<file path="config.mk">
export PLATFORM = sky130hd
export DESIGN_NAME = ffha_front
export DESIGN_NICKNAME = d
export VERILOG_FILES = /design/src/rtl/core/ffha_pkg.sv /design/src/rtl/core/ffha_front.sv
export SDC_FILE = /design/constraint.sdc
export NUM_CORES = 1
export LEC_CHECK = 0
export ABC_AREA = 1
export BUFFER_PORTS_ARGS = -buffer_cell sky130_fd_sc_hd__buf_2
export CORE_MARGIN = 8
export CORE_UTILIZATION = 35
export DETAILED_ROUTE_END_ITERATION = 7
export PLACE_DENSITY = 0.87
export SLEW_MARGIN = 20
export SYNTH_ARGS = -nofsm -noshare
export SYNTH_HDL_FRONTEND = slang
export SYNTH_SLANG_ARGS = --single-unit
export TNS_END_PERCENT = 20
</file>
<file path="constraint.sdc">
create_clock -name vclk -period 1
set_clock_uncertainty 0.15 [all_clocks]
set_input_delay 0.05 -clock vclk [all_inputs]
set_output_delay 0.05 -clock vclk [all_outputs]
set_load 0.02 [all_outputs]
</file>
<file path="src/rtl/core/ffha_pkg.sv">
// Shared constants, codes and item type for the first-fit heap allocator.
package ffha_pkg;

	localparam int HEAP_BYTES_DEF   = 1048576;
	localparam int MAX_BLOCKS_DEF   = 256;
	localparam int HEADER_BYTES_DEF = 32;

	localparam int ADDR_W    = 48;
	localparam int REQ_W     = 21;
	localparam int RS_W      = 22;
	localparam int GRANT_W   = 20;
	localparam int LIVE_W    = 9;
	localparam int ALIGN     = 16;

	typedef enum logic [2:0] {
		ST_OK      = 3'd0,
		ST_ZERO    = 3'd1,
		ST_OOM     = 3'd2,
		ST_INVALID = 3'd3,
		ST_DOUBLE  = 3'd4,
		ST_NULL    = 3'd5
	} status_t;

	typedef enum logic [1:0] {
		OP_ALLOC,
		OP_ZERO,
		OP_FREE,
		OP_NULL
	} op_t;

	typedef struct packed {
		op_t               op;
		logic [RS_W-1:0]   rs;
		logic [ADDR_W-1:0] addr;
	} item_t;

endpackage

</file>
<file path="src/rtl/core/ffha_front.sv">
// Input side: accepts items, rounds request sizes and classifies the operation.
module ffha_front
	import ffha_pkg::*;
(
	input  logic              in_valid,
	output logic              in_stall,
	input  logic              cmd,
	input  logic [REQ_W-1:0]  req_bytes,
	input  logic [ADDR_W-1:0] free_address,
	input  logic              q_full,
	output logic              push,
	output item_t             push_item
);

	logic [RS_W-1:0] rounded;

	assign in_stall = q_full;
	assign push     = in_valid && !q_full;
	assign rounded  = (RS_W'(req_bytes) + RS_W'(ALIGN - 1)) & ~RS_W'(ALIGN - 1);

	always_comb begin
		push_item.rs   = rounded;
		push_item.addr = free_address;
		if (!cmd) begin
			push_item.op = (req_bytes == '0) ? OP_ZERO : OP_ALLOC;
		end else begin
			push_item.op = (free_address == '0) ? OP_NULL : OP_FREE;
		end
	end

endmodule

</file>
==> results of run 1 <==
[routing by layer]
metal  wire length, µm  vias to the layer above  track usage
met2              3120                      101        0.315
met4                89                        0      0.00652
met5                 0                        -            0
met3               646                       14       0.0445
met1              1800                      768        0.145
li1                  -                      818            -
[repair_timing]
item,4_1_cts,5_1_grt
cloned,1,0
gates resized for setup,49,71
endpoints found under the hold margin,0,0
buffers inserted,1,1
pin swaps,22,41
hold buffers,0,0
setup endpoints to repair,19,19
[power by group]
group / internal (mW) / switching, mW
Sequential: 0 / 0
Clock: 0 / 0
Combinational: 0.418 / 0.553
[stage by stage]
step,setup TNS [ps],cell area (µm²),instances,total power [mW],hold slack (ps)
floorplan,-191,1200,215,0.526,29.8
global placement,-2430,1700,366,0.767,185
detailed placement,-2790,1700,366,0.775,181
CTS,-1180,1870,368,0.854,185
global route,-2670,2130,369,1.03,184
finish,-1730,2130,369,0.971,178
[final cells by class]
class | count | area, µm²
multi-input combinational | 146 | 953
inverter | 16 | 65.1
tap | 46 | 57.6
timing repair buffer | 161 | 1060
fill | 257 | 1150
[cell families after synthesis]
family	share of synthesized area
AND/OR/NAND/NOR	0.528
buffers and inverters	0.392
XOR/XNOR	0.0591
AO/OA/AOI/OAI	0.0169
other	0.00316
[worst max-delay path by stage]
stage                    startpoint       endpoint  slack, ps  depth (start not counted)
CTS                    req_bytes[5]  push_item[59]       -110                          7
global placement    free_address[1]  push_item[70]       -210                          8
floorplan              req_bytes[3]  push_item[59]        -70                          5
finish                 req_bytes[5]  push_item[59]       -180                          7
global route          req_bytes[15]  push_item[69]       -220                          8
detailed placement  free_address[1]  push_item[70]       -220                          8
[placed cells by master (no fill, tap or decap), types with 2 or more instances in the layout]
cell type	n
a21oi_1	2
buf_2	105
buf_4	32
buf_6	18
buf_8	6
conb_1	4
inv_1	9
inv_2	6
nand2_1	33
nand2_2	9
nand2_4	7
nand3_1	6
nand3_4	2
nand4_1	2
nor2_1	35
nor2_2	12
nor2_4	13
nor3_2	3
o21ai_1	2
xnor2_1	2
xnor2_2	2
xor2_1	3
==> metrics.txt, run 1 <==
status=finished with violations; failing checks=negative setup slack; CP peak stage delay=roughly 200 ps; DRC=0; top cells by area, synth=buf_4 34%, nor2_1 17%, nand2_1 14%; CP required=800 ps; unrepaired setup endpoints after global routing=true; endpoint type of the worst setup path=output pin; Die Span X=approximately 74 µm; count leader, synth=buf_4; share of the yosys chip area belonging to registers=0; via count=1701; Final Max Slew Viols=0; Yosys Warn Count=0; CP Cell Sequence=buf_8 > nand2_8 > nor2_8 > nand3_4 > nor2_4 > xor2_1 > buf_4; worst-path maximum fanout=5; min cycle time layout=roughly 1200 ps; Routed Wire Length=~5700 µm; Post-DRT Antenna Nets=0; dominant cell type by area after synthesis=buf_4; vias in the first global route=~1.5k; fin util=0.650; layout cells sized above 1=0.690; dpl ws=-216 ps; Tot GR Track Use=0.151; CP top delay family=simple AND/OR/NAND/NOR gates; final hold viol count=0; DR pass1 iterations=4; P&R area growth vs syn=80.0%; global-route wire length before repair=roughly 7000 µm; final worst setup slack=-183 ps; hold depth=2; detailed placement HPWL=4090 µm; static leakage=between 1 and 1.5 nW; Iter 0 DRT Violations=39; initial antenna violation count=0; top-area cell type share of the netlist area=0.342; Die ar.=between 0.005 and 0.006 mm²; f_max=roughly 850 MHz; Remaining Overflow, GRT=0; mean post-synth cell area=5.59 µm²; Final period util=1.18; Pwr Density=~450 mW/mm²; PortBufs=~140; final setup fails=18; Hold Path Origin=free_address[25]; GP Congestion=approximately 0.82; Seq cells=0; Cell Rows=21; Arrival @ worst endpoint=980 ps; top cells by count, synth=54 x buf_4, 53 x nor2_1, 45 x nand2_1; Layout clock buffers=0; largest net degree at the start of global routing=6; IO Pins=146; Initial Util=0.361; Yosys cell types=22; CP Launch Type=input port; worst path bufs/invs=2; Die Y-Extent=74.2 µm; hold crit path type=in2out; Hold EP=push_item[25]; core area=approximately 0.0033 mm²; number of diodes=0; Syn Inst Count=between 200 and 250; Syn Std Cell Area=around 0.0012 mm²; WL/cell=15.3 µm; Worst Path Class, Setup=in2out; Crit-path slowest cell=xor2_1; final net count=around 400; register area=0 µm²; Peak VDD IR=0.000229 V; DR vias/cell=between 4 and 5; # Max-Cap Violations=0
Note: power is estimated with default switching activity, not from simulation.
==> run 2, diff against run 1 <==
Settings changed: CELL_PAD_IN_SITES_DETAIL_PLACEMENT set to 1, CELL_PAD_IN_SITES_GLOBAL_PLACEMENT set to 1, CORE_UTILIZATION 35 to 19, PLACE_DENSITY 0.87 to 0.83.
==> metrics.txt, run 2 (synthesized netlist as in run 1, its figures left out) <==
via count=between 1.5k and 2k; final hold viol count=0; Arrival @ worst endpoint=a little over 1000 ps; busiest layer in global routing=met2; static leakage=roughly 1.2 nW; Die Y-Extent=around 95 µm; layout cells sized above 1=0.702; IO Pins=approximately 150; DRC=0; Final period util=1.21; # Max-Cap Violations=0; failing checks=negative setup slack; PortBufs=between 100 and 150; Seq cells=0; min cycle time layout=1210 ps; Worst Path Class, Setup=in2out; final net count=between 400 and 500; initial antenna violation count=0; vias in the first global route=~1.9k; Pwr Density=about 450 mW/mm²; GP Congestion=~0.81; Tot GR Track Use=0.119; detailed placement HPWL=roughly 5100 µm; Remaining Overflow, GRT=0; DR vias/cell=roughly 4.3; Initial Util=0.198; met1 Use GR=0.107; register area=0 µm²; unrepaired setup endpoints after global routing=true; final setup fails=19; Routed Wire Length=roughly 6400 µm; global-route wire length before repair=8800 µm; Cell Rows=28; final worst setup slack=-211 ps; hold crit path type=in2out; Die ar.=roughly 0.0090 mm²; f_max=slightly above 800 MHz; Final Max Slew Viols=0; number of diodes=0; commonest cells after routing, fill and taps aside=106 x buf_2, 46 x buf_4, 39 x nor2_1; CP required=around 800 ps; Peak VDD IR=0.000183 V; Layout clock buffers=0; Post-DRT Antenna Nets=0; largest net degree at the start of global routing=6; commonest non-fill, non-tap cell in the layout=buf_2; endpoint type of the worst setup path=output pin; M2 GR Usage=0.264; CP Launch Type=input port; Power, Total=1.01 mW; DR pass1 iterations=4; WHS=roughly 190 ps; core area=roughly 0.006 mm²; Die Span X=about 95 µm; WL/cell=about 15 µm; worst-path maximum fanout=3; M3 GR Usage=0.0197; Iter 0 DRT Violations=8; P&R area growth vs syn=91.9%; status=finished with violations
==> run 2: cell count changes in the layout (fill, tap and decap cells not counted), sizes merged <==
cell  delta
buf     +16
==> run 2: worst paths after layout <==
check                        start       endpoint  slack (ps)  depth (start not counted)
hold / removal    free_address[13]  push_item[13]         190                          2
setup / recovery      req_bytes[4]  push_item[66]        -210                          8
==> run 2: metrics by stage <==
stage	TNS, ps	cells	utilization	area [µm²]	worst slack, ps
6_report	-2130	414	0.380	2280	-211
5_1_grt	-2960	414	0.380	2280	-245
4_1_cts	-1580	410	0.354	2120	-126
3_5_place_dp	-3280	406	0.303	1810	-244
3_3_place_gp	-2800	406	0.303	1810	-256
2_1_floorplan	-191	215	-	1200	-67.5
==> run 2: worst max-delay path, stage by stage <==
cell and delay (ps):
buf_8 90, nand2_8 60, nor2_4 180, nand3b_4 140, nor2_4 130, nor2_2 50, nor2_1 130, buf_4 180
==> run 2: layer usage <==
metal / vias up / wire length [µm]
li1: 843 / -
met1: 826 / 2010
met2: 86 / 3720
met3: 12 / 517
met4: 0 / 161
met5: - / 0
==> run 2: final cells by class <==
| type | instances | area (µm²) |
|---|---|---|
| fillers | 785 | 3710 |
| repair buffers | 177 | 1170 |
| multi-input cells | 146 | 947 |
| well taps | 75 | 93.8 |
| inverters | 16 | 62.6 |
==> run 2: power breakdown <==
part / switching, mW / internal, mW
registers: 0 / 0
logic: 0.565 / 0.449
clock network: 0 / 0
total: 0.565 / 0.449
==> run 2: repair_timing <==
action                                 in CTS  in global routing
gates cloned                                1                  0
hold buffers                                0                  0
setup endpoints to repair                  19                 19
setup buffers                               3                  4
resized for setup                          81                 36
endpoints found under the hold margin       0                  0
pin swaps                                  33                 26
==> run 3, diff against run 2 <==
Settings changed: REMOVE_ABC_BUFFERS set to 1.
==> metrics.txt, run 3 (synthesized netlist as in run 1, its figures left out) <==
final hold viol count=0; P&R area growth vs syn=74.3%; CP Launch Type=input port; commonest cells after routing, fill and taps aside=110 x buf_2, 43 x nor2_1, 37 x buf_4; f_max=approximately 890 MHz; unrepaired setup endpoints after global routing=true; CP Cell Sequence=buf_6 > nor2_4 > nand2_4 > nand3_4 > nor2_2 > xor2_1 > buf_4; final setup fails=18; number of diodes=0; DRC=0; hold crit path type=in2out; failing checks=negative setup slack; detailed placement HPWL=between 5000 and 6000 µm; Layout clock buffers=0; Seq cells=0; Final period util=1.12; Crit-path slowest cell=buf_4; PortBufs=between 100 and 150; final net count=around 400; Die Span X=roughly 95 µm; DR vias/cell=around 4.0; CP peak stage delay=between 150 and 200 ps; status=finished with violations; endpoint type of the worst setup path=output pin; Peak VDD IR=about 0.00024 V; Die Y-Extent=95.0 µm; Power, Total=935 µW; Remaining Overflow, GRT=0; Fin Setup TNS=-1460 ps; register area=0 µm²; vias in the first global route=around 1.8k; IO Pins=~150; Worst Path Class, Setup=in2out; Arrival @ worst endpoint=about 900 ps; worst-path maximum fanout=5; WHS=186 ps; DR pass1 iterations=4; filler instances=796; Final Max Slew Viols=0; largest net degree at the start of global routing=6; Routed Wire Length=5830 µm; commonest non-fill, non-tap cell in the layout=buf_2; min cycle time layout=1120 ps; Tot GR Track Use=0.123; global-route wire length before repair=about 9100 µm; WL/cell=between 10 and 15 µm; initial antenna violation count=0; Cell Rows=28; Pwr Density=between 400 and 500 mW/mm²; Initial Util=0.198; GP Congestion=slightly above 0.8; layout cells sized above 1=0.642; Iter 0 DRT Violations=27; CP required=around 800 ps; final worst setup slack=-122 ps; core area=~0.006 mm²; Die ar.=0.00903 mm²; Post-DRT Antenna Nets=0; # Max-Cap Violations=0; static leakage=1.15 nW; via count=approximately 1.6k
==> run 3: critical path: cells and delay by family <==
kind,cells,cell delay [ps]
AND/OR/NAND/NOR,4,470
XOR/XNOR,1,140
buffers and inverters,2,270
==> run 3: per-stage QoR <==
stage	area (µm²)	setup WS, ps	instances	utilization
after global placement	1750	-217	398	0.292
after global routing	2070	-213	402	0.345
final	2070	-122	402	0.345
after CTS	1970	-155	400	0.329
after floorplan	792	-76.5	161	-
after detailed placement	1750	-262	398	0.292
==> run 3: metal layers <==
| layer | up-vias | GRT usage | share of wire |
|---|---|---|---|
| met5 | - | 0 | 0 |
| li1 | 824 | - | - |
| met4 | 0 | 0 | 0 |
| met1 | 721 | 0.143 | 0.39 |
| met3 | 0 | 0.0259 | 0.074 |
| met2 | 55 | 0.238 | 0.54 |
==> run 3: timing repair <==
item	in CTS	in global routing
pin swaps	18	21
buffers inserted	1	2
cloned	1	0
resized for setup	63	24
hold buffers	0	0
setup endpoints to repair	19	19
==> run 3: power by group <==
part           switching [mW]  leakage, nW  internal, mW
combinational           0.532         1.15         0.403
sequential                  0            0             0
clock                       0            0             0
total                   0.532         1.15         0.403
==> run 3: path summary, 6_finish.rpt <==
path       startpoint            end  slack (ps)  depth (start not counted)
max      req_bytes[2]  push_item[59]        -120                          7
min   free_address[7]   push_item[7]         190                          2
==> run 3: cell type report <==
cell class	count	area, µm²	area share
Inverter	16	60.1	0.0291
Timing Repair Buffer	165	1050	0.508
Tap cell	75	93.8	0.0454
Multi-Input combinational cell	146	862	0.417
