--- config.mk ---
export PLATFORM = sky130hd
export DESIGN_NAME = ffha_queue
export DESIGN_NICKNAME = d
export VERILOG_FILES = /design/src/rtl/core/ffha_pkg.sv /design/src/rtl/core/ffha_queue.sv
export SDC_FILE = /design/constraint.sdc
export NUM_CORES = 1
export LEC_CHECK = 0
export BUFFER_PORTS_ARGS = -buffer_cell sky130_fd_sc_hd__buf_2
export CORE_MARGIN = 2
export CORE_UTILIZATION = 45
export CTS_BUF_LIST = sky130_fd_sc_hd__clkbuf_4 sky130_fd_sc_hd__clkbuf_8
export DETAILED_ROUTE_END_ITERATION = 16
export PLACE_DENSITY_LB_ADDON = 0.3
export RECOVER_POWER = 25
export SLEW_MARGIN = 20
export SYNTH_ARGS = -nofsm -noshare
export SYNTH_HDL_FRONTEND = slang
export SYNTH_SLANG_ARGS = --single-unit
--- constraint.sdc ---
create_clock -name clk -period 3.8 [get_ports clk]
set_input_delay 0.19 -clock clk [delete_from_list [all_inputs] [get_ports clk]]
set_output_delay 0.19 -clock clk [all_outputs]
set_load 0.005 [all_outputs]
--- src/rtl/core/ffha_pkg.sv ---
// Shared constants, codes and item type for the first-fit heap allocator.
package ffha_pkg;

	localparam int HEAP_BYTES_DEF   = 1048576;
	localparam int MAX_BLOCKS_DEF   = 256;
	localparam int HEADER_BYTES_DEF = 32;

	localparam int ADDR_W    = 48;
	localparam int REQ_W     = 21;
	localparam int RS_W      = 22;
	localparam int GRANT_W   = 20;
	localparam int LIVE_W    = 9;
	localparam int ALIGN     = 16;

	typedef enum logic [2:0] {
		ST_OK      = 3'd0,
		ST_ZERO    = 3'd1,
		ST_OOM     = 3'd2,
		ST_INVALID = 3'd3,
		ST_DOUBLE  = 3'd4,
		ST_NULL    = 3'd5
	} status_t;

	typedef enum logic [1:0] {
		OP_ALLOC,
		OP_ZERO,
		OP_FREE,
		OP_NULL
	} op_t;

	typedef struct packed {
		op_t               op;
		logic [RS_W-1:0]   rs;
		logic [ADDR_W-1:0] addr;
	} item_t;

endpackage

--- src/rtl/core/ffha_queue.sv ---
// Two-entry item queue between the front and the back.
module ffha_queue
	import ffha_pkg::*;
(
	input  logic  clk,
	input  logic  arst_n,
	input  logic  push,
	input  item_t push_item,
	output logic  full,
	input  logic  pop,
	output logic  pop_valid,
	output item_t pop_item
);

	item_t       slot_q [2];
	logic        wr_ptr_q;
	logic        rd_ptr_q;
	logic [1:0]  fill_q;

	assign full      = (fill_q == 2'd2);
	assign pop_valid = (fill_q != 2'd0);
	assign pop_item  = slot_q[rd_ptr_q];

	always_ff @(posedge clk) begin
		if (push) begin
			slot_q[wr_ptr_q] <= push_item;
		end
	end

	always_ff @(posedge clk or negedge arst_n) begin
		if (!arst_n) begin
			wr_ptr_q <= 1'b0;
			rd_ptr_q <= 1'b0;
			fill_q   <= 2'd0;
		end else begin
			if (push) begin
				wr_ptr_q <= ~wr_ptr_q;
			end
			if (pop) begin
				rd_ptr_q <= ~rd_ptr_q;
			end
			fill_q <= fill_q + 2'(push) - 2'(pop);
		end
	end

endmodule

==> results of run 1 <==
==> layout by cell type (no fill, tap or decap), types with 2 or more instances in the layout <==
master / n
sky130_fd_sc_hd__clkinv_2: 6
sky130_fd_sc_hd__mux2_4: 69
sky130_fd_sc_hd__inv_1: 2
sky130_fd_sc_hd__clkbuf_8: 17
sky130_fd_sc_hd__clkinv_1: 5
sky130_fd_sc_hd__ha_1: 2
sky130_fd_sc_hd__xor2_1: 2
sky130_fd_sc_hd__clkbuf_1: 32
sky130_fd_sc_hd__buf_12: 2
sky130_fd_sc_hd__dlygate4sd3_1: 75
sky130_fd_sc_hd__mux2_2: 3
sky130_fd_sc_hd__dfrtp_1: 3
sky130_fd_sc_hd__buf_2: 116
sky130_fd_sc_hd__edfxtp_1: 144
==> synth_stat cells <==
cell,count,area (µm²)
sky130_fd_sc_hd__xor3_1,1,23.8
sky130_fd_sc_hd__buf_6,1,11.3
sky130_fd_sc_hd__ha_1,2,25.0
sky130_fd_sc_hd__and2_1,1,6.26
sky130_fd_sc_hd__nor2b_1,2,12.5
sky130_fd_sc_hd__or2_2,1,6.26
sky130_fd_sc_hd__xor2_1,2,17.5
sky130_fd_sc_hd__edfxtp_1,144,4320
sky130_fd_sc_hd__mux2_4,69,1040
sky130_fd_sc_hd__dfrtp_1,4,100
sky130_fd_sc_hd__mux2_2,3,33.8
sky130_fd_sc_hd__inv_1,2,7.51
sky130_fd_sc_hd__buf_12,7,140
==> layer usage <==
metal	global-route usage	vias up	wire, µm
li1	-	1421	-
met1	0.165	1427	4030
met2	0.271	107	5310
met3	0.0654	13	606
met4	0.0714	0	161
met5	0	-	0
==> registers in the layout (all words and copies together) (netlist names) <==
register	flops
slot_q	144
rd_ptr_q	1
wr_ptr_q	1
fill_q	2
==> metrics by stage <==
| stage | setup WS [ns] | utilization |
|---|---|---|
| floorplan | 1.09 | - |
| global placement | 1.87 | 0.528 |
| detailed placement | 1.85 | 0.528 |
| CTS | 1.52 | 0.615 |
| global route | 1.46 | 0.612 |
| finish | 1.55 | 0.612 |
==> report_power, final <==
group          switching, µW  internal, µW
Sequential               121          2170
Clock                    538           504
Combinational            654           894
Total                   1310          3570
==> area by class of cell <==
cell class                 instances  area [µm²]
clock buffer                      18         241
clock inverter                    14        95.1
fill                             963        4860
inverter                           2        7.51
multi-input combinational         81        1170
sequential                       148        4430
tap                              172         215
timing repair buffer             226        1500
==> critical path: cells and delay by family, from the launching register on <==
kind | cells | cell delay [ns]
buf+inv | 2 | 0.55
flops | 1 | 0.59
mux | 1 | 0.40
==> final timing paths <==
path	start	end	slack (ns)	cells past startpoint
worst min-delay path	arst_n	wr_ptr_q	0.12	2
worst max register to register	wr_ptr_q	slot_q[0][42]	1.85	2
min in group clk	push_item[20]	slot_q[1][20]	0.47	2
worst min register to register	wr_ptr_q	wr_ptr_q	0.59	1
max in group asynchronous	arst_n	rd_ptr_q	3.47	2
worst max-delay path	rd_ptr_q	pop_item[0]	1.55	3
==> what timing repair did <==
action                                 in CTS  in global routing
hold buffers                               75                  0
resized for setup                           0                  0
setup buffers                               0                  0
endpoints found under the hold margin     150                  0
==> logic make-up (layout without fill, tap and decap cells) <==
logic type               after synthesis  after routing
XOR/XNOR                               3              3
AND/OR/NAND/NOR                        4              4
adder cells (fa/ha/maj)                2              2
flip-flops                           148            148
buffers and inverters                 10            260
multiplexers                          72             72
==> results by stage, run 1 <==
Drt:
- The number of DRC markers after the initial detailed-route iteration is 182.
- For this run, design rule violations remaining after detail routing come to 0.
- The total iterations of the first detailed-routing run is 4.
- The final layout contains routed wiring with a total length of 10.1 mm.
- The count of nets left with antenna violations once routing finished came out at 0.
- The total number of vias is 2968.
- In the final routed layout, each cell accounts on average for 15.3 µm.
- Dividing the detail-routed via count by the number of cells gives 4.49.

Synth:
- The number of register bits inferred by synthesis is 148.
- Of the total synthesized cell area, the portion taken by XOR and XNOR cells is 0.00719.
- Of the total synthesized cell area, the portion taken by AND, OR, NAND and NOR gates is 0.00436.
- The synthesized-area fraction occupied by ao, oa, aoi and oai cells is 0.
- The Yosys step of the flow raised 0 warnings.
- The gate count of the mapped netlist is 239.
- Of the total synthesized cell area, the portion taken by full adders, half adders and majority gates is 0.00436.
- The per-instance average area after synthesis is 24.0 µm².
- The number of nets handed over by synthesis was 317.
- The sequential fraction of the synthesis area is 0.770.
- The number of distinct library cell variants in the gate-level netlist after synthesis is 13.
- After synthesis, the largest family of logic cells by area is multiplexers.
- Measured against the total synthesized area, the mux share comes to 0.186.
- After synthesis the cells add up to 5740 µm².

Floorplan:
- The total area inside the core boundary comes to 12500 µm².
- The effective utilization at floorplan is 0.459.
- The horizontal extent of the die is 117 µm.
- In this run the vertical extent of the chip is 117 µm.
- 150 I/O pins were placed.
- The die covers 13700 µm².
- The cell row count is 41.

Clocking:
- The CTS tree is done.
- The clock tree synthesis step divided the H-tree into 4 levels.
- The clock passes through at most 2 buffers.
- The number of sinks handled by clock tree synthesis is 148.
- The source-to-sink clock delay at the later pin of the worst-skew pair is 0.45 ns.
- CTS placed an instance of sky130_fd_sc_hd__clkbuf_8 at the clock tree root.
- Clock-pin slew was measured on the worst setup and hold paths at 0.07 ns.
- The total clock buffers created by CTS is 17.

Placed design:
- The wire-length estimate of the detail-placed layout is 5.93 mm.
- Port buffering added 149 buffers.
- The number of cells in the design after placement is 554.
- The post-detailed-placement cell area is 6610 µm².
- Routability-driven placement finished with a final weighted congestion of 0.653.

Layout:
- The layout overhead on the synthesized area is 33.3%.
- The post-route non-filler standard cell count is 661.
- The count of antenna diodes in the layout is 0.
- The final non-filler cell area is 7650 µm².
- Of the cells placed in the final design, the portion with a size suffix greater than 1 is 0.454.
- The layout net count is 554.

Worst setup path:
- The signal on the critical path passes through buf_12, mux2_2, buf_2.
- The critical path start-end classification is flop to output port.
- Data on the critical path arrives at its endpoint at 2.06 ns.
- STA puts the critical path data required time at 3.61 ns.
- For this run, the slowest stage of the critical path takes 0.59 ns.
- The nature of the critical path endpoint is an output port.
- The highest net fanout along the worst path is 61.
- The critical path startpoint category is a flop.
- The slowest stage of the critical path is the sky130_fd_sc_hd__dfrtp_4 cell.

Global routing:
- The initial antenna violation count is 0.
- The maximum number of pins on one net before global-route repair is 73.
- The via count of the first global-routing pass is 3143.
- The total overflow left after global routing is 0.
- The global routing usage summed across all routing layers is 0.156.
- The first-pass GRT wire length is 15.2 mm.

STA:
- The worst path needs 2.25 ns of the cycle, external delays included.
- The maximum operating frequency is 444 MHz.
- In the finished design, the share of the clock period the worst path needs comes to 0.593.
- For the final database, setup skew stands at 0.00887 ns.
- The final hold violation count was 0.
- Setup repair after global routing left no endpoint under its margin.
- Setup total negative slack on the finished layout was measured at 0 ns.
- The max-slew headroom at the worst pin is 0.311.
- The tightest hold path in the finished design has a slack of 0.115 ns.
- The count of final max-slew check failures is 0.
- The transition at the pin with the smallest max-transition slack is 1.03 ns.
- Setup violations remaining at the end of the flow were counted as 0.

Pwr:
- The power density over the cells is 638 nW/µm².
- The analysis attributes to cell leakage a power of 0.00305 µW.
- After layout, the design draws a total of 4880 µW.
- Across the VDD grid, the largest voltage drop is 0.000559 V.

Outcome:
- The run finished with clean final reports.

Job:
- The number of maximum-capacitance constraint violations is 0.

Min path:
- The worst hold path belongs to the class input pin to asynchronous set/reset pin.
Power figures use the tool's default switching activity.
==> run 2: changes to the inputs <==
==> constraint.sdc (replaced) <==
create_clock -name clk -period 2.32 [get_ports clk]
set_input_delay 0.116 -clock clk [delete_from_list [all_inputs] [get_ports clk]]
set_output_delay 0.116 -clock clk [all_outputs]
set_load 0.005 [all_outputs]
==> run 2 against run 1 <==
Compared with the run above: first-iteration DRC count is 20% lower; non-clock buffer count is 4 higher; sequential share of layout area is 0.54 points lower; total power is 67% higher; global-route usage is 0.51 points lower; critical path type unchanged.
==> results by stage, run 2 (synthesized netlist as in run 1, its figures left out) <==
Outcome:
- The flow ran to the end, and the final reports show no timing, DRC or antenna violations.

STA:
- Setup repair after global routing left no endpoint under its margin.
- The count of final max-slew check failures is 0 (unchanged).
- The max-slew headroom at the worst pin is 0.592 (+0.281).
- The final-report setup violation count is 0 (unchanged).
- The sum of negative setup slack is 0 ns (unchanged).
- The maximum operating frequency is 491 MHz.
- The worst-case clock skew is 0.00595 ns (-0.00292 ns).
- The shortest clock period the worst path allows after layout is 2.04 ns.
- The transition at the pin with the smallest max-transition slack is 0.612 ns (-0.422 ns).
- Dividing the final minimum period by the clock period gives 0.878.
- The final hold violation count is 0 (unchanged).

Floorplan:
- The die boundary height is 117 µm (unchanged).
- The cell row count is 41 (unchanged).
- The effective utilization at floorplan was 0.459 (unchanged).
- The horizontal extent of the die was 117 µm (unchanged).
- The standard cell core area is 12500 µm² (unchanged).
- The area of the die came to 13700 µm² (unchanged).
- The count of boundary I/O pins is 150 (unchanged).

Layout:
- Compared with the post-synthesis result, the final layout area differs by 34.5%.
- The largest register by flop count is slot_q.
- The post-route non-filler standard cell count is 665 (+0.61%).
- The top cell types in the final layout, fill and taps aside, are sky130_fd_sc_hd__edfxtp_1, sky130_fd_sc_hd__buf_2, sky130_fd_sc_hd__dlygate4sd3_1, sky130_fd_sc_hd__mux2_4, sky130_fd_sc_hd__clkbuf_1.
- The library cell used most frequently in the layout, excluding fill and tap cells, is sky130_fd_sc_hd__edfxtp_1.
- The number of flip-flops under the largest register name was 144 (unchanged).
- In the final layout, the registers with the most flip-flops are slot_q (144), fill_q (2).
- The share of the core filled with cells is 0.617 (+0.00580).
- The fraction of layout cells with a size suffix above 1 is 0.465 (+0.0105).
- The layout net count is 558 (+0.72%).
- The count of antenna diodes in the layout is 0 (unchanged).

Worst setup path:
- The endpoint identified for the worst register-to-register timing path is slot_q[1][44].
- The worst setup path is captured at an output port.
- In this run the critical register-to-register path is launched from wr_ptr_q.
- The arrival time at the worst endpoint is 1.92 ns (-0.14 ns).
- The critical path start-end classification is flop to output port.
- The most critical setup path has its startpoint at rd_ptr_q.
- In this run the worst setup path terminates at pop_item[41].
- The data required time of the critical path is 2.20 ns (-1.41 ns).
- The cell depth of the worst flop-to-flop path is 2 (unchanged).
- The highest net fanout along the worst path is 32 (-48%).
- The slack of the worst reg-to-reg path is 0.78 ns (-1.07 ns).
- The critical path startpoint category is a flop.

Drt:
- The average detailed-routed wire length per instance is 15.4 µm (+0.93%).
- The final antenna-violating net count is 0 (unchanged).
- The post-detailed-route via-to-cell ratio is 4.45 (-1.0%).
- The total detailed-routing wirelength is 10.3 mm (+1.5%).
- The number of DRC markers after the initial detailed-route iteration is 146 (-20%).
- The total DRC errors in the routed layout is 0 (unchanged).
- The total number of vias is 2956 (-0.40%).
- The total iterations of the first detailed-routing run is 4 (unchanged).

Min path:
- The tightest min-delay check is of the input pin to flop type.

Pwr:
- The fraction of power consumed by combinational cells came to 0.315 (-0.002).
- The share of power burned in the clock network came to 0.222 (+0.009).
- The power density over the cells is 1060 nW/µm² (+66%).
- The static leakage was 0.00309 µW (+1.3%).
- The switching power as a share of total power is 0.263 (-0.00547).
- The proportion of power drawn by flip-flops and latches is 0.463 (-0.007).
- The internal power was 6020 µW (+69%).
- The highest ir drop seen on vdd was 0.000589 V (+5.4%).
- The switching power of the nets is 2150 µW (+64%).

Clocking:
- The buffer depth of the longest clock path is 2 (unchanged).
- The total clock buffers created by CTS is 17 (unchanged).
- TritonCTS built the clock tree.
- The source-to-sink clock delay at the later pin of the worst-skew pair is 0.43 ns (-0.02 ns).
- The number of levels the H-tree was split into is 4 (unchanged).
- The number of gates resized after CTS is 0 (unchanged).
- The clock-pin slew reported for the worst setup and hold paths after clock tree synthesis was 0.07 ns (about the same).
- The root buffer cell chosen for the clock tree is sky130_fd_sc_hd__clkbuf_8.
- The number of sinks handled by clock tree synthesis was 148 (unchanged).
- The post-CTS repair timing setup buffer count is 0 (unchanged).

Global routing:
- The global routing usage summed across all routing layers came to 0.151 (-0.00509).
- The via count of the first global-routing pass is 2987 (-5.0%).
- The maximum number of pins on one net before global-route repair is 47 (-36%).
- The residual overflow from global routing was 0 (unchanged).
- The first-pass GRT wire length was 14.9 mm (-2.2%).
- The initial antenna violation count is 0 (unchanged).

Placed design:
- The number of cells in the design after placement is 557 (+0.54%).
- The number of port buffers came to 149 (unchanged).
- The global placer's final weighted congestion came to 0.646 (-1.1%).

Job:
- The number of maximum-capacitance constraint violations was 0 (unchanged).
## run 2: per-stage QoR
| step | area (µm²) | hold slack [ns] | total power, µW | worst slack (ns) |
|---|---|---|---|---|
| 2_1_floorplan | 5750 | -0.180 | 5630 | 0.405 |
| 3_3_place_gp | 6640 | -0.0729 | 6310 | 0.748 |
| 3_5_place_dp | 6640 | -0.0709 | 6350 | 0.740 |
| 4_1_cts | 7770 | 0.357 | 8280 | 0.235 |
| 5_1_grt | 7730 | 0.367 | 8620 | 0.182 |
| 6_report | 7730 | 0.403 | 8180 | 0.282 |
## run 2: worst min-delay path by stage
stage,start,end,slack (ns),cells past startpoint
global route,push_item[70],slot_q[0][70],0.37,2
global placement,arst_n,fill_q[0],-0.07,1
CTS,push_item[37],slot_q[0][37],0.36,2
floorplan,arst_n,fill_q[0],-0.18,0
finish,push_item[40],slot_q[0][40],0.40,2
detailed placement,arst_n,fill_q[1],-0.07,1
## run 2: cell type report
cell class,count,area (µm²)
Clock buffer,26,308
Clock inverter,6,57.6
Fill cell,942,4790
Inverter,2,7.51
Multi-Input combinational cell,81,1170
Sequential cell,148,4430
Tap cell,172,215
Timing Repair Buffer,230,1540
## run 2: timing repair
action                     in CTS  in global routing
setup endpoints to repair       0                  0
hold endpoints to repair      151                  0
hold buffers                   76                  0
## run 2: power by group through the flow
stage               Sequential [µW]  Combinational (µW)  Clock [µW]
floorplan                      3720                1910           0
global placement               3810                2500           0
detailed placement             3850                2500           0
CTS                            3780                2610        1880
global route                   3830                2800        1990
finish                         3780                2580        1810
## run 2: worst max-delay path, stage by stage (launching register included)
cell,delay [ns]
sky130_fd_sc_hd__dfrtp_4,0.67
sky130_fd_sc_hd__buf_12,0.32
sky130_fd_sc_hd__mux2_4,0.34
sky130_fd_sc_hd__buf_2,0.13
## run 2: metal layers
layer | GRT usage | wire, µm
met1 | 0.176 | 4360
met2 | 0.249 | 5040
met3 | 0.0546 | 643
met4 | 0.0714 | 225
met5 | 0 | 0
